File: src/rtl/core/cobs_pkg.sv
// Shared types and constants for the COBS byte-stuffing encoder.
// Holds the result word layout and the fixed code values; no dependencies.
package cobs_pkg;

	localparam logic [7:0] CODE_ONE  = 8'h01;
	localparam logic [7:0] CODE_FULL = 8'hFF;
	localparam logic [7:0] DELIM     = 8'h00;

	// Number of result slots one input word can produce.
	localparam int MAX_RES = 4;

	typedef struct packed {
		logic [7:0]  out_byte;
		logic [15:0] out_offset;
		logic        is_last;
		logic        frame_done;
		logic [15:0] frame_length;
		logic        overflow;
	} res_t;

endpackage

File: src/rtl/core/cobs_byte_stuffing_encoder_top.sv
// COBS byte-stuffing encoder, top level.
// Depends on cobs_pkg for the result word type and code constants.
//
// Usage: raw packet bytes enter on the input channel (in_valid / in_stall),
// one word per byte, with end_of_packet on the last byte and base_offset
// sampled on the first byte of each packet. Each output word
// (out_valid / out_stall) is one buffer write: a data byte, a block code
// back-filled into its reserved slot, or the zero delimiter that ends a
// frame together with frame_done and frame_length.
// An input word is captured in an input register, then turned combinationally
// into one to four output words that wait in a four-entry result shift
// register and leave one per cycle while out_stall is low. An output word
// passes the input register and then the result buffer. A byte that produces
// one output word sustains one byte per cycle without stalls; one with more
// words holds the output port until all have left, so the port sets the rate.
// Reset clears the frame state and empties both the input register and the
// result buffer. When the receiver stalls, the result buffer holds, the
// input register fills and in_stall rises; nothing is dropped.
module cobs_byte_stuffing_encoder_top #(
	parameter int OFFSET_BITS = 16
) (
	input  logic        clk,
	input  logic        arst_n,
	input  logic        in_valid,
	output logic        in_stall,
	input  logic [7:0]  data_byte,
	input  logic        end_of_packet,
	input  logic [15:0] base_offset,
	output logic        out_valid,
	input  logic        out_stall,
	output logic [7:0]  out_byte,
	output logic [15:0] out_offset,
	output logic        is_last,
	output logic        frame_done,
	output logic [15:0] frame_length,
	output logic        overflow
);

	localparam int P  = OFFSET_BITS;
	localparam int WB = (OFFSET_BITS > 16) ? OFFSET_BITS : 16;
	localparam int NR = cobs_pkg::MAX_RES;
	localparam int CW = $clog2(NR + 1);
	localparam int IW = $clog2(NR);

	// Input register.
	logic        valid_s1;
	logic [7:0]  data_s1;
	logic        eop_s1;
	logic [15:0] base_s1;

	// Frame state.
	logic [7:0]   code_q;
	logic [P-1:0] slot_q;
	logic [P-1:0] wp_q;
	logic [P-1:0] fs_q;
	logic         in_frame_q;
	logic         ovf_q;

	// Result buffer; entry 0 is presented on the output.
	cobs_pkg::res_t res_q [NR];
	logic [CW-1:0]  cnt_q;

	logic take;
	logic buf_free;
	logic load;
	logic accept;

	// Next-state and result values for the word in the input register.
	cobs_pkg::res_t res_d [NR];
	logic [CW-1:0]  n_d;
	logic [7:0]     code_d;
	logic [P-1:0]   slot_d;
	logic [P-1:0]   wp_d;
	logic [P-1:0]   fs_d;
	logic           in_frame_d;
	logic           ovf_d;

	function automatic logic [P:0] inc(input logic [P-1:0] p);
		inc = {1'b0, p} + {{P{1'b0}}, 1'b1};
	endfunction

	function automatic cobs_pkg::res_t mk(input logic [7:0] b, input logic [P-1:0] pos,
			input logic done, input logic [P-1:0] len, input logic ov);
		cobs_pkg::res_t r;
		r.out_byte     = b;
		r.out_offset   = 16'(pos);
		r.is_last      = 1'b0;
		r.frame_done   = done;
		r.frame_length = 16'(len);
		r.overflow     = ov;
		mk = r;
	endfunction

	assign out_valid = (cnt_q != '0);
	assign take      = out_valid && !out_stall;
	assign buf_free  = (cnt_q == '0) || ((cnt_q == CW'(1)) && take);
	assign load      = valid_s1 && buf_free;
	assign in_stall  = valid_s1 && !load;
	assign accept    = in_valid && !in_stall;

	assign out_byte     = res_q[0].out_byte;
	assign out_offset   = res_q[0].out_offset;
	assign is_last      = res_q[0].is_last;
	assign frame_done   = res_q[0].frame_done;
	assign frame_length = res_q[0].frame_length;
	assign overflow     = res_q[0].overflow;

	always_comb begin
		logic [WB-1:0] base_w;
		logic [P-1:0]  base_p;
		logic [P:0]    nx;
		logic [P-1:0]  delim;
		logic [P-1:0]  len;
		logic [CW-1:0] n;

		code_d     = code_q;
		slot_d     = slot_q;
		wp_d       = wp_q;
		fs_d       = fs_q;
		ovf_d      = ovf_q;
		in_frame_d = in_frame_q;
		n          = '0;
		nx         = '0;
		delim      = '0;
		len        = '0;
		for (int i = 0; i < NR; i++) begin
			res_d[i] = '0;
		end
		base_w = WB'(base_s1);
		base_p = P'(base_w);

		// The first byte of a frame places the first code slot at the base.
		if (!in_frame_q) begin
			ovf_d  = (WB'(base_p) != base_w);
			fs_d   = base_p;
			slot_d = base_p;
			nx     = inc(base_p);
			wp_d   = nx[P-1:0];
			ovf_d  = ovf_d | nx[P];
			code_d = cobs_pkg::CODE_ONE;
		end

		if (data_s1 == 8'h00) begin
			res_d[0] = mk(code_d, slot_d, 1'b0, '0, ovf_d);
			code_d   = cobs_pkg::CODE_ONE;
			slot_d   = wp_d;
			nx       = inc(wp_d);
			wp_d     = nx[P-1:0];
			ovf_d    = ovf_d | nx[P];
			n        = CW'(1);
		end else begin
			res_d[0] = mk(data_s1, wp_d, 1'b0, '0, ovf_d);
			nx       = inc(wp_d);
			wp_d     = nx[P-1:0];
			ovf_d    = ovf_d | nx[P];
			code_d   = code_d + 8'd1;
			n        = CW'(1);
			// A run of 254 nonzero bytes closes its block without a zero.
			if (code_d == cobs_pkg::CODE_FULL) begin
				res_d[1] = mk(code_d, slot_d, 1'b0, '0, ovf_d);
				code_d   = cobs_pkg::CODE_ONE;
				slot_d   = wp_d;
				nx       = inc(wp_d);
				wp_d     = nx[P-1:0];
				ovf_d    = ovf_d | nx[P];
				n        = CW'(2);
			end
		end

		if (eop_s1) begin
			res_d[n[IW-1:0]] = mk(code_d, slot_d, 1'b0, '0, ovf_d);
			n                = n + CW'(1);
			delim            = wp_d;
			nx               = inc(wp_d);
			wp_d             = nx[P-1:0];
			ovf_d            = ovf_d | nx[P];
			len              = wp_d - fs_d;
			res_d[n[IW-1:0]] = mk(cobs_pkg::DELIM, delim, 1'b1, len, ovf_d);
			n                = n + CW'(1);
			code_d           = cobs_pkg::CODE_ONE;
			in_frame_d       = 1'b0;
		end else begin
			in_frame_d = 1'b1;
		end

		res_d[IW'(n - CW'(1))].is_last = 1'b1;
		n_d = n;
	end

	always_ff @(posedge clk or negedge arst_n) begin
		if (!arst_n) begin
			valid_s1 <= 1'b0;
		end else if (accept) begin
			valid_s1 <= 1'b1;
		end else if (load) begin
			valid_s1 <= 1'b0;
		end
	end

	always_ff @(posedge clk) begin
		if (accept) begin
			data_s1 <= data_byte;
			eop_s1  <= end_of_packet;
			base_s1 <= base_offset;
		end
	end

	always_ff @(posedge clk or negedge arst_n) begin
		if (!arst_n) begin
			code_q     <= cobs_pkg::CODE_ONE;
			slot_q     <= '0;
			wp_q       <= '0;
			fs_q       <= '0;
			in_frame_q <= 1'b0;
			ovf_q      <= 1'b0;
		end else if (load) begin
			code_q     <= code_d;
			slot_q     <= slot_d;
			wp_q       <= wp_d;
			fs_q       <= fs_d;
			in_frame_q <= in_frame_d;
			ovf_q      <= ovf_d;
		end
	end

	always_ff @(posedge clk or negedge arst_n) begin
		if (!arst_n) begin
			cnt_q <= '0;
		end else if (load) begin
			cnt_q <= n_d;
		end else if (take) begin
			cnt_q <= cnt_q - CW'(1);
		end
	end

	always_ff @(posedge clk) begin
		if (load) begin
			for (int i = 0; i < NR; i++) begin
				res_q[i] <= res_d[i];
			end
		end else if (take) begin
			for (int i = 0; i < NR - 1; i++) begin
				res_q[i] <= res_q[i + 1];
			end
		end
	end

endmodule
File: config.mk
export PLATFORM = sky130hd
export DESIGN_NAME = cobs_byte_stuffing_encoder_top
export DESIGN_NICKNAME = d
export VERILOG_FILES = /design/src/rtl/core/cobs_pkg.sv /design/src/rtl/core/cobs_byte_stuffing_encoder_top.sv
export SDC_FILE = /design/constraint.sdc
export NUM_CORES = 1
export LEC_CHECK = 0
export CORE_MARGIN = 2
export CORE_UTILIZATION = 58
export CTS_BUF_LIST = sky130_fd_sc_hd__clkbuf_4 sky130_fd_sc_hd__clkbuf_8 sky130_fd_sc_hd__clkbuf_16
export CTS_CLUSTER_SIZE = 40
export DETAILED_ROUTE_END_ITERATION = 12
export DONT_BUFFER_PORTS = 1
export GPL_ROUTABILITY_DRIVEN = 0
export PLACE_DENSITY = 0.72
export SLEW_MARGIN = 10
export SYNTH_ARGS = -nofsm -noshare
export SYNTH_HDL_FRONTEND = slang
export SYNTH_SLANG_ARGS = --single-unit
export TNS_END_PERCENT = 50
File: constraint.sdc
create_clock -name clk -period 6.74 [get_ports clk]
set_clock_uncertainty 0.15 [all_clocks]
set_input_delay 1.011 -clock clk [delete_from_list [all_inputs] [get_ports clk]]
set_output_delay 1.011 -clock clk [all_outputs]
set_load 0.05 [all_outputs]
Yosys cells after proc, flatten, opt, wreduce, memory -nomap -nowiden
Memories as Yosys holds them, arrays and structs flattened.
Index checks and enable logic that the tools add are counted.
{"block": "totals", "reg_bits": 87, "ramBits": 172, "in_bits": 29, "output_inout_bits": 45, "wordCells": 101, "mem_count": 1}
{"block": "classes", "add_sub_neg": 10, "n_lt_le_gt_ge": 6, "eq_ne": 2, "mux": 45, "bitwise": 9, "reduce_logical": 17}
{"memory": "res_q", "depth": 4, "word_bits": 43, "rd": 4, "rd_ports_with_merged_regs": 0, "write_ports": 4, "line": "cobs_byte_stuffing_encoder_top.sv:60", "source": "cobs_pkg::res_t res_q [NR];"}
{"operator": "$bwmux 172", "n": 3}
{"operator": "$mux 43", "n": 8}
{"operator": "$demux 43 s2", "n": 3}
{"operator": "$mux 172", "n": 1}
{"operator": "$mux 16", "n": 8}
{"operator": "$add 16x1->17 const B", "n": 4}
{"operator": "$mux 8", "n": 4}
{"operator": "$mux 19", "n": 1}
{"operator": "$sub 16x16->16", "n": 1}
{"operator": "$mux 1", "n": 12}
{"operator": "$ge 3x3->1 const B", "n": 3}
{"operator": "$lt 3x1->1 const B", "n": 3}
{"operator": "$mux 3", "n": 3}
{"operator": "$not 2->3", "n": 3}
{"operator": "$add 8x1->8 const B", "n": 1}
{"operator": "$eq 8x8->1 const B", "n": 1}
{"operator": "$logic_and 1x1->1", "n": 8}
{"operator": "$logic_not 8->1", "n": 1}
{"operator": "$add 3x1->3 const B", "n": 2}
{"operator": "$or 1x1->1", "n": 6}
{"operator": "$mux 2", "n": 2}
{"operator": "$reduce_bool 2->1", "n": 2}
{"operator": "$eq 3x1->1 const B", "n": 1}
{"operator": "$logic_not 1->1", "n": 3}
{"operator": "5 further kinds", "n": 5}

Depth between registers and ports, before layout
Gate-level depths: netlist (run 1).
{"block": "depth", "ltp_word": 16, "ltp_mapped": 32, "depth_no_buf": 23}

Worst setup path after synthesis (run 1)
Ideal clock, no wire load.
{"block": "synth_path", "kind": "register to register", "startpoint": "register in_frame_q", "endpoint": "memory res_q[2][16] in the netlist's numbering, data pin", "setup_ns": 0.262, "t_arrival_ns": 6.916, "t_required_ns": 6.328, "setup_slack_ns": -0.589, "stages_incl_launch_ff": 33, "n_path_buf": 11, "period_less_slack_ns": 7.329, "path_cell_list": "dfrtp_1 > buf_6 > buf_6 > buf_6 > buf_2 > buf_1 > clkbuf_1 > clkbuf_1 > buf_1 > clkbuf_1 > and2_1 > ha_1 > nand3_1 > o21a_1 > o211a_1 > nand2_1 > clkbuf_1 > clkinv_1 > xnor2_1 > ha_1 > o2111ai_1 > a2111oi_4 > and3b_1 > buf_4 > xnor2_1 > ha_1 > nor3_1 > and3_1 > o31ai_1 > a31oi_1 > and4_1 > mux2i_1 > nand3_1"}
{"item": "start: declaration", "line": "cobs_byte_stuffing_encoder_top.sv:56", "source": "logic in_frame_q;"}
{"item": "start signal: assignment", "line": "cobs_byte_stuffing_encoder_top.sv:221", "source": "in_frame_q <= in_frame_d;"}
{"item": "end: declaration", "line": "cobs_byte_stuffing_encoder_top.sv:60"}

==> out/results.ini, run 1 <==
[clock_tree]
worst_skew_pair.late_latency_ps=550
cts_buffers=27
clock_sink_count=258
clock_tree.buffer_depth=3
clk_pin_slew_ps=70
clock_tree.htree_level_count=1
cts_tree=yes
ctsRootBufferMaster=clkbuf_16
cts_setup_buffers=0

[global_routing]
overflow=0
pin_count_of_the_biggest_net_entering_global_routing=90
grt_util_all_layers=0.292
initial_antenna_violation_count=1
first_global_vias=10300
first_pass_grt_wire_length_mm=58.0

[drt]
routed_wire_per_std_cell_um=22.0
remaining_drc_errors=0
drt-vias-per-instance=6.38
dr_total_vias=10800
antenna_left=0
detail_route.iter0.violations=1304
drtPass1Iterations=6
drt-total-wl_mm=37.2

[logic_synthesis]
post_synth_num_cell_types=91
synth.yosys.seq_area_share=0.535
yosys_most_used_dff=edfxtp_1
synthDominantCellAreaShare=0.423
ys_seq_elements=258
synthArstFlopShare=0.240
synth.top_cells.by_area=edfxtp_1 (42%), dfrtp_1 (11%), nand2_1 (5.6%)
postSynthCellCount=1363
synth_edf_count=196
ys_warn_count=0
synth_area_leader_cell=edfxtp_1
synth.cell_area_mm2=0.0139
synth.avg_cell_area_um2=10.2

[timing]
maxSlewHeadroom=0.309
post-route-period-util=0.953
slew_viol_final=0
worstMarginPinSlew_ps=1030
final.min_clock_period_ps=6430
rsz0062_at_grt=false
report.final.hold_viol_count=0
setup_viol=0
total_negative_setup_slacks_ps=0
fmaxAchievable_ghz=0.156

[critical_path]
timing_worst_setup_path_type=register to register
crit-reg2reg-capture=res_q[2][16]
timing.critical_path.from_type=register
ff_to_ff_setup_slack_ps=310
required_ps=6870
arrival_ps=6560
r2r.worst_path.cells=21
setup.worst_path.start=base_s1[0]
critical_path.endpoint_type=register
setup.worst_path.end=res_q[2][16]
regToRegStartpoint=base_s1[0]
worst-path-max-fanout=7

[floorplan]
die_height_um=159
initial_utilization=0.592
die_area_mm2=0.0252
dieWidth_um=159
design.core.area_mm2=0.0235
num_rows=56
io-pin-count=74

[final_layout]
layout.cells.most_common_list=nand2_1 (205), edfxtp_1 (196), o21ai_0 (143)
mostFrequentLayoutCell=nand2_1
drive_gt1_frac=0.0827
area_growth_pct=9.27
finish.net_count=1405

[job]
maxCapViolations=0

[placed_design]
port_buffers=0
detailedPlacementHpwl_mm=24.5

[outcome]
run_status=finished clean

[worst_hold_path]
holdCritPathClass=input pin to async pin

kinds of logic after synthesis:
kind of cell               count (synthesis)  share of synthesized area
xor gates and xnor gates                  74                     0.0508
muxes                                     10                    0.00729
other                                      1                   0.000270
and+or+nand+nor                          520                      0.184
buffers and inverters                    109                     0.0326
DFF                                      258                      0.535
AOI/OAI and AO/OA                        361                      0.162
adders and majority gates                 30                     0.0275
per-layer routing:
layer	up-vias	GRT usage	routed length (µm)
li1	4951	-	-
met1	5160	0.400	15000
met2	548	0.463	17200
met3	106	0.0551	3330
met4	2	0.117	1630
met5	-	0	13
critical path: stages, from the launching register on:
cell and delay (ps):
edfxtp_1 490, ha_1 340, mux2i_1 320, inv_1 190, ha_1 280, inv_1 130, o211a_1 180, o21ai_1 90
nor3_1 660, xnor2_1 330, nor3b_2 370, or3b_1 480, nor3b_1 350, nor2_1 90, ha_1 320, or3_1 380
o21ai_0 120, o31ai_1 140, a31oi_1 380, nor3b_1 100, mux2i_1 170, nand3_1 100
layout make-up:
class                   count  area, µm²
repair buffers             32        263
flip-flops and latches    258       7440
diodes                      1       2.50
fillers                  1851       8280
inverters                  24       91.3
clock inverters            14        154
clock buffers              36        749
multi-input cells        1003       6090
well taps                 319        399
synthesized netlist by cell type, types with 15 or more instances:
cell      instances
a21oi_1          74
a31oi_1          15
and3_1           56
clkbuf_1         65
dfrtp_1          61
edfxtp_1        196
ha_1             29
inv_1            21
nand2_1         207
nand3_1          36
nor2_1           99
nor3_1           17
o21a_1           21
o21ai_0         143
xnor2_1          51
xor2_1           19
state kept, by name (all words and copies together), names as in the netlist:
signal,flops
code_q,8
fs_q,16
wp_q,16
slot_q,16
data_s1,8
in_frame_q,1
ovf_q,1
base_s1,16
res_q,171
eop_s1,1
valid_s1,1
cnt_q,3
worst min path at each step:
stage               from         to  slack (ps)  depth (start not counted)
6_report          arst_n   wp_q[13]          20                          0
5_1_grt           arst_n    fs_q[7]         0.4                          0
4_1_cts           arst_n    fs_q[9]         0.9                          0
3_5_place_dp   code_q[0]  code_q[0]         310                          2
3_3_place_gp   code_q[0]  code_q[0]         310                          2
2_1_floorplan    wp_q[7]    wp_q[7]         290                          2
repair_timing:
| action | 4_1_cts | 5_1_grt |
|---|---|---|
| hold buffers | 2 | 3 |
| resized for setup | 0 | 2 |
| endpoints found under the hold margin | 29 | 17 |
| endpoints found under the setup margin | 0 | 2 |
stage by stage:
step | cells | area (µm²) | hold WS, ps | utilization | setup WS (ps)
after floorplan | 1370 | 14000 | 290 | - | 5.19
after global placement | 1631 | 14200 | 310 | 0.606 | 609
after detailed placement | 1631 | 14200 | 313 | 0.606 | 374
after CTS | 1683 | 15100 | 0.871 | 0.645 | 352
after global routing | 1686 | 15200 | 0.429 | 0.647 | 4.72
final | 1687 | 15200 | 16.9 | 0.647 | 313
Power of run 1 is not shown: default switching activity piles up to over one toggle a cycle in this logic, so the estimate is an artifact.
==> run 2: changes to the inputs <==
--- a/config.mk
+++ b/config.mk
@@ -5,6 +5,7 @@
 export SDC_FILE = /design/constraint.sdc
 export NUM_CORES = 1
 export LEC_CHECK = 0
+export CORE_ASPECT_RATIO = 0.5
 export CORE_MARGIN = 2
 export CORE_UTILIZATION = 58
 export CTS_BUF_LIST = sky130_fd_sc_hd__clkbuf_4 sky130_fd_sc_hd__clkbuf_8 sky130_fd_sc_hd__clkbuf_16
==> out/results.ini, run 2 (synthesis gave the netlist of run 1 again) <==
[critical_path]
critical-path-top-delay-family=simple AND/OR/NAND/NOR gates
required_ps=6870  ; about the same
timing_worst_setup_path_type=register to register
crit_chain=ha_1, xor2_2, o21ai_0, inv_1, ha_1, nand3_1, buf_4, or3_1, xnor2_4, nor3_4, or4b_4, a2111oi_4, and3b_1, xnor2_1, ha_1, nor3_1, and3_1, o31ai_2, a31oi_2, and4_1, mux2i_1, nand3_1
arrival_ps=6510  ; -50 ps
worst-path-max-fanout=11  ; +4
cp_slowest_cell=or4b_4
peak_per_stage_delay_on_the_critical_path_ps=570  ; -90 ps
timing.critical_path.from_type=register
total_buffers_and_inverters_traversed_by_the_critical_path=2  ; unchanged
critPathMostFrequentCell=ha_1
critical_path.endpoint_type=register

[clock_tree]
cts_tree=yes
clock_tree.buffer_depth=3  ; unchanged
cts_buffers=24  ; -11%
clk_pin_slew_ps=70  ; about the same
clock_tree.htree_level_count=1  ; unchanged
clock_sink_count=258  ; unchanged
ctsRootBufferMaster=clkbuf_16
worst_skew_pair.late_latency_ps=550  ; about the same

[final_layout]
registers.top_by_ff_count=res_q
antenna_cells=0  ; -1
largest_register_ff_count=171  ; unchanged
num-fill-cells=1770  ; -4.4%
area_growth_pct=8.28
layout.cells.most_common_list=nand2_1 (205), edfxtp_1 (196), o21ai_0 (143)
final_core_utilization=0.650  ; +0.00227
finish.net_count=1399  ; -0.43%
drive_gt1_frac=0.0818  ; -0.000865
mostFrequentLayoutCell=nand2_1

[timing]
post-route-period-util=0.946  ; -0.00752
worst_slack_ps=364  ; +50.7 ps
total_negative_setup_slacks_ps=0  ; unchanged
fmaxAchievable_ghz=0.157  ; +0.79%
final.min_clock_period_ps=6380  ; -50.7 ps
setup_viol=0  ; unchanged
report.final.hold_viol_count=0  ; unchanged
slew_viol_final=0  ; unchanged
rsz0062_at_grt=false
worstMarginPinSlew_ps=1070  ; +41.0 ps
maxSlewHeadroom=0.284  ; -0.0248

[placed_design]
detailedPlacementHpwl_mm=25.2  ; +2.8%
port_buffers=0  ; unchanged
pre_cts_slack_ps=243  ; -130 ps

[drt]
detail_route.iter0.violations=1589  ; +22%
remaining_drc_errors=0  ; unchanged
antenna_left=0  ; unchanged
dr_total_vias=10900  ; +1.3%
drtPass1Iterations=5  ; -1
drt-total-wl_mm=37.4  ; +0.72%
routed_wire_per_std_cell_um=22.5  ; +2.1%
drt-vias-per-instance=6.56  ; +2.7%

[worst_hold_path]
holdCritPathClass=input pin to async pin

[global_routing]
initial_antenna_violation_count=0  ; -1
first_pass_grt_wire_length_mm=58.0  ; unchanged
first_global_vias=10100  ; -1.5%
pin_count_of_the_biggest_net_entering_global_routing=107  ; +19%
grt_util_all_layers=0.299  ; +0.00651
overflow=0  ; unchanged

[outcome]
run_status=finished clean

[floorplan]
die_area_mm2=0.0253  ; +0.30%
initial_utilization=0.600  ; +0.00751
io-pin-count=74  ; unchanged
dieWidth_um=223  ; +40%
num_rows=39  ; -30%
die_height_um=113  ; -29%
design.core.area_mm2=0.0232  ; -1.3%

[job]
maxCapViolations=0  ; unchanged

==> run 2: changes by cell type in the layout (fill, tap and decap cells not counted), sizes merged <==
| cell | delta |
|---|---|
| clkinv | +2 |
| bufinv | -1 |
| clkbuf | -8 |
| inv | -1 |
| clkinvlp | +1 |
| dlygate4sd3 | -2 |
| diode | -1 |
| buf | -1 |
==> run 2: through the flow <==
step           hold slack (ps)  cells  instance area, µm²
2_1_floorplan              290   1370               14000
3_3_place_gp               308   1618               14200
3_5_place_dp               315   1618               14200
4_1_cts                    146   1664               15000
5_1_grt                    145   1664               15100
6_report                   169   1664               15100
==> run 2: final cells by class <==
cell class / instances / area (µm²) / share of cell area
clock buffer: 28 / 643 / 0.0427
clock inverter: 15 / 144 / 0.00956
tap: 307 / 384 / 0.0255
inverter: 24 / 91.3 / 0.00607
sequential: 258 / 7440 / 0.494
multi-input combinational: 1003 / 6110 / 0.406
timing repair buffer: 29 / 243 / 0.0161
==> run 2: final timing paths <==
| check | startpoint | endpoint | slack, ps | cells past startpoint |
|---|---|---|---|---|
| worst max-delay path | base_s1[0] | res_q[2][16] | 360 | 22 |
| worst min-delay path | arst_n | code_q[0] | 170 | 0 |
| worst max register to register | base_s1[0] | res_q[2][16] | 360 | 22 |
| worst min register to register | code_q[0] | code_q[0] | 330 | 2 |
| max in group asynchronous | arst_n | wp_q[2] | 4970 | 1 |
| min in group clk | code_q[0] | code_q[0] | 330 | 2 |
==> run 2: layer usage <==
layer  wire length [µm]  part of all wire  up-vias  global-route usage
met5                  0                 0        -                   0
met4               1080             0.029        0              0.0864
met2              15800              0.42      614               0.447
li1                   -                 -     4932                   -
met3               3980              0.11       87              0.0665
met1              16500              0.44     5278               0.441
==> run 2: what timing repair did <==
item,CTS,global route
hold buffers,3,0
setup endpoints to repair,0,8
setup buffers,0,0
gates resized for setup,0,5
hold endpoints to repair,48,0
Power of run 2 is left out for the same reason.
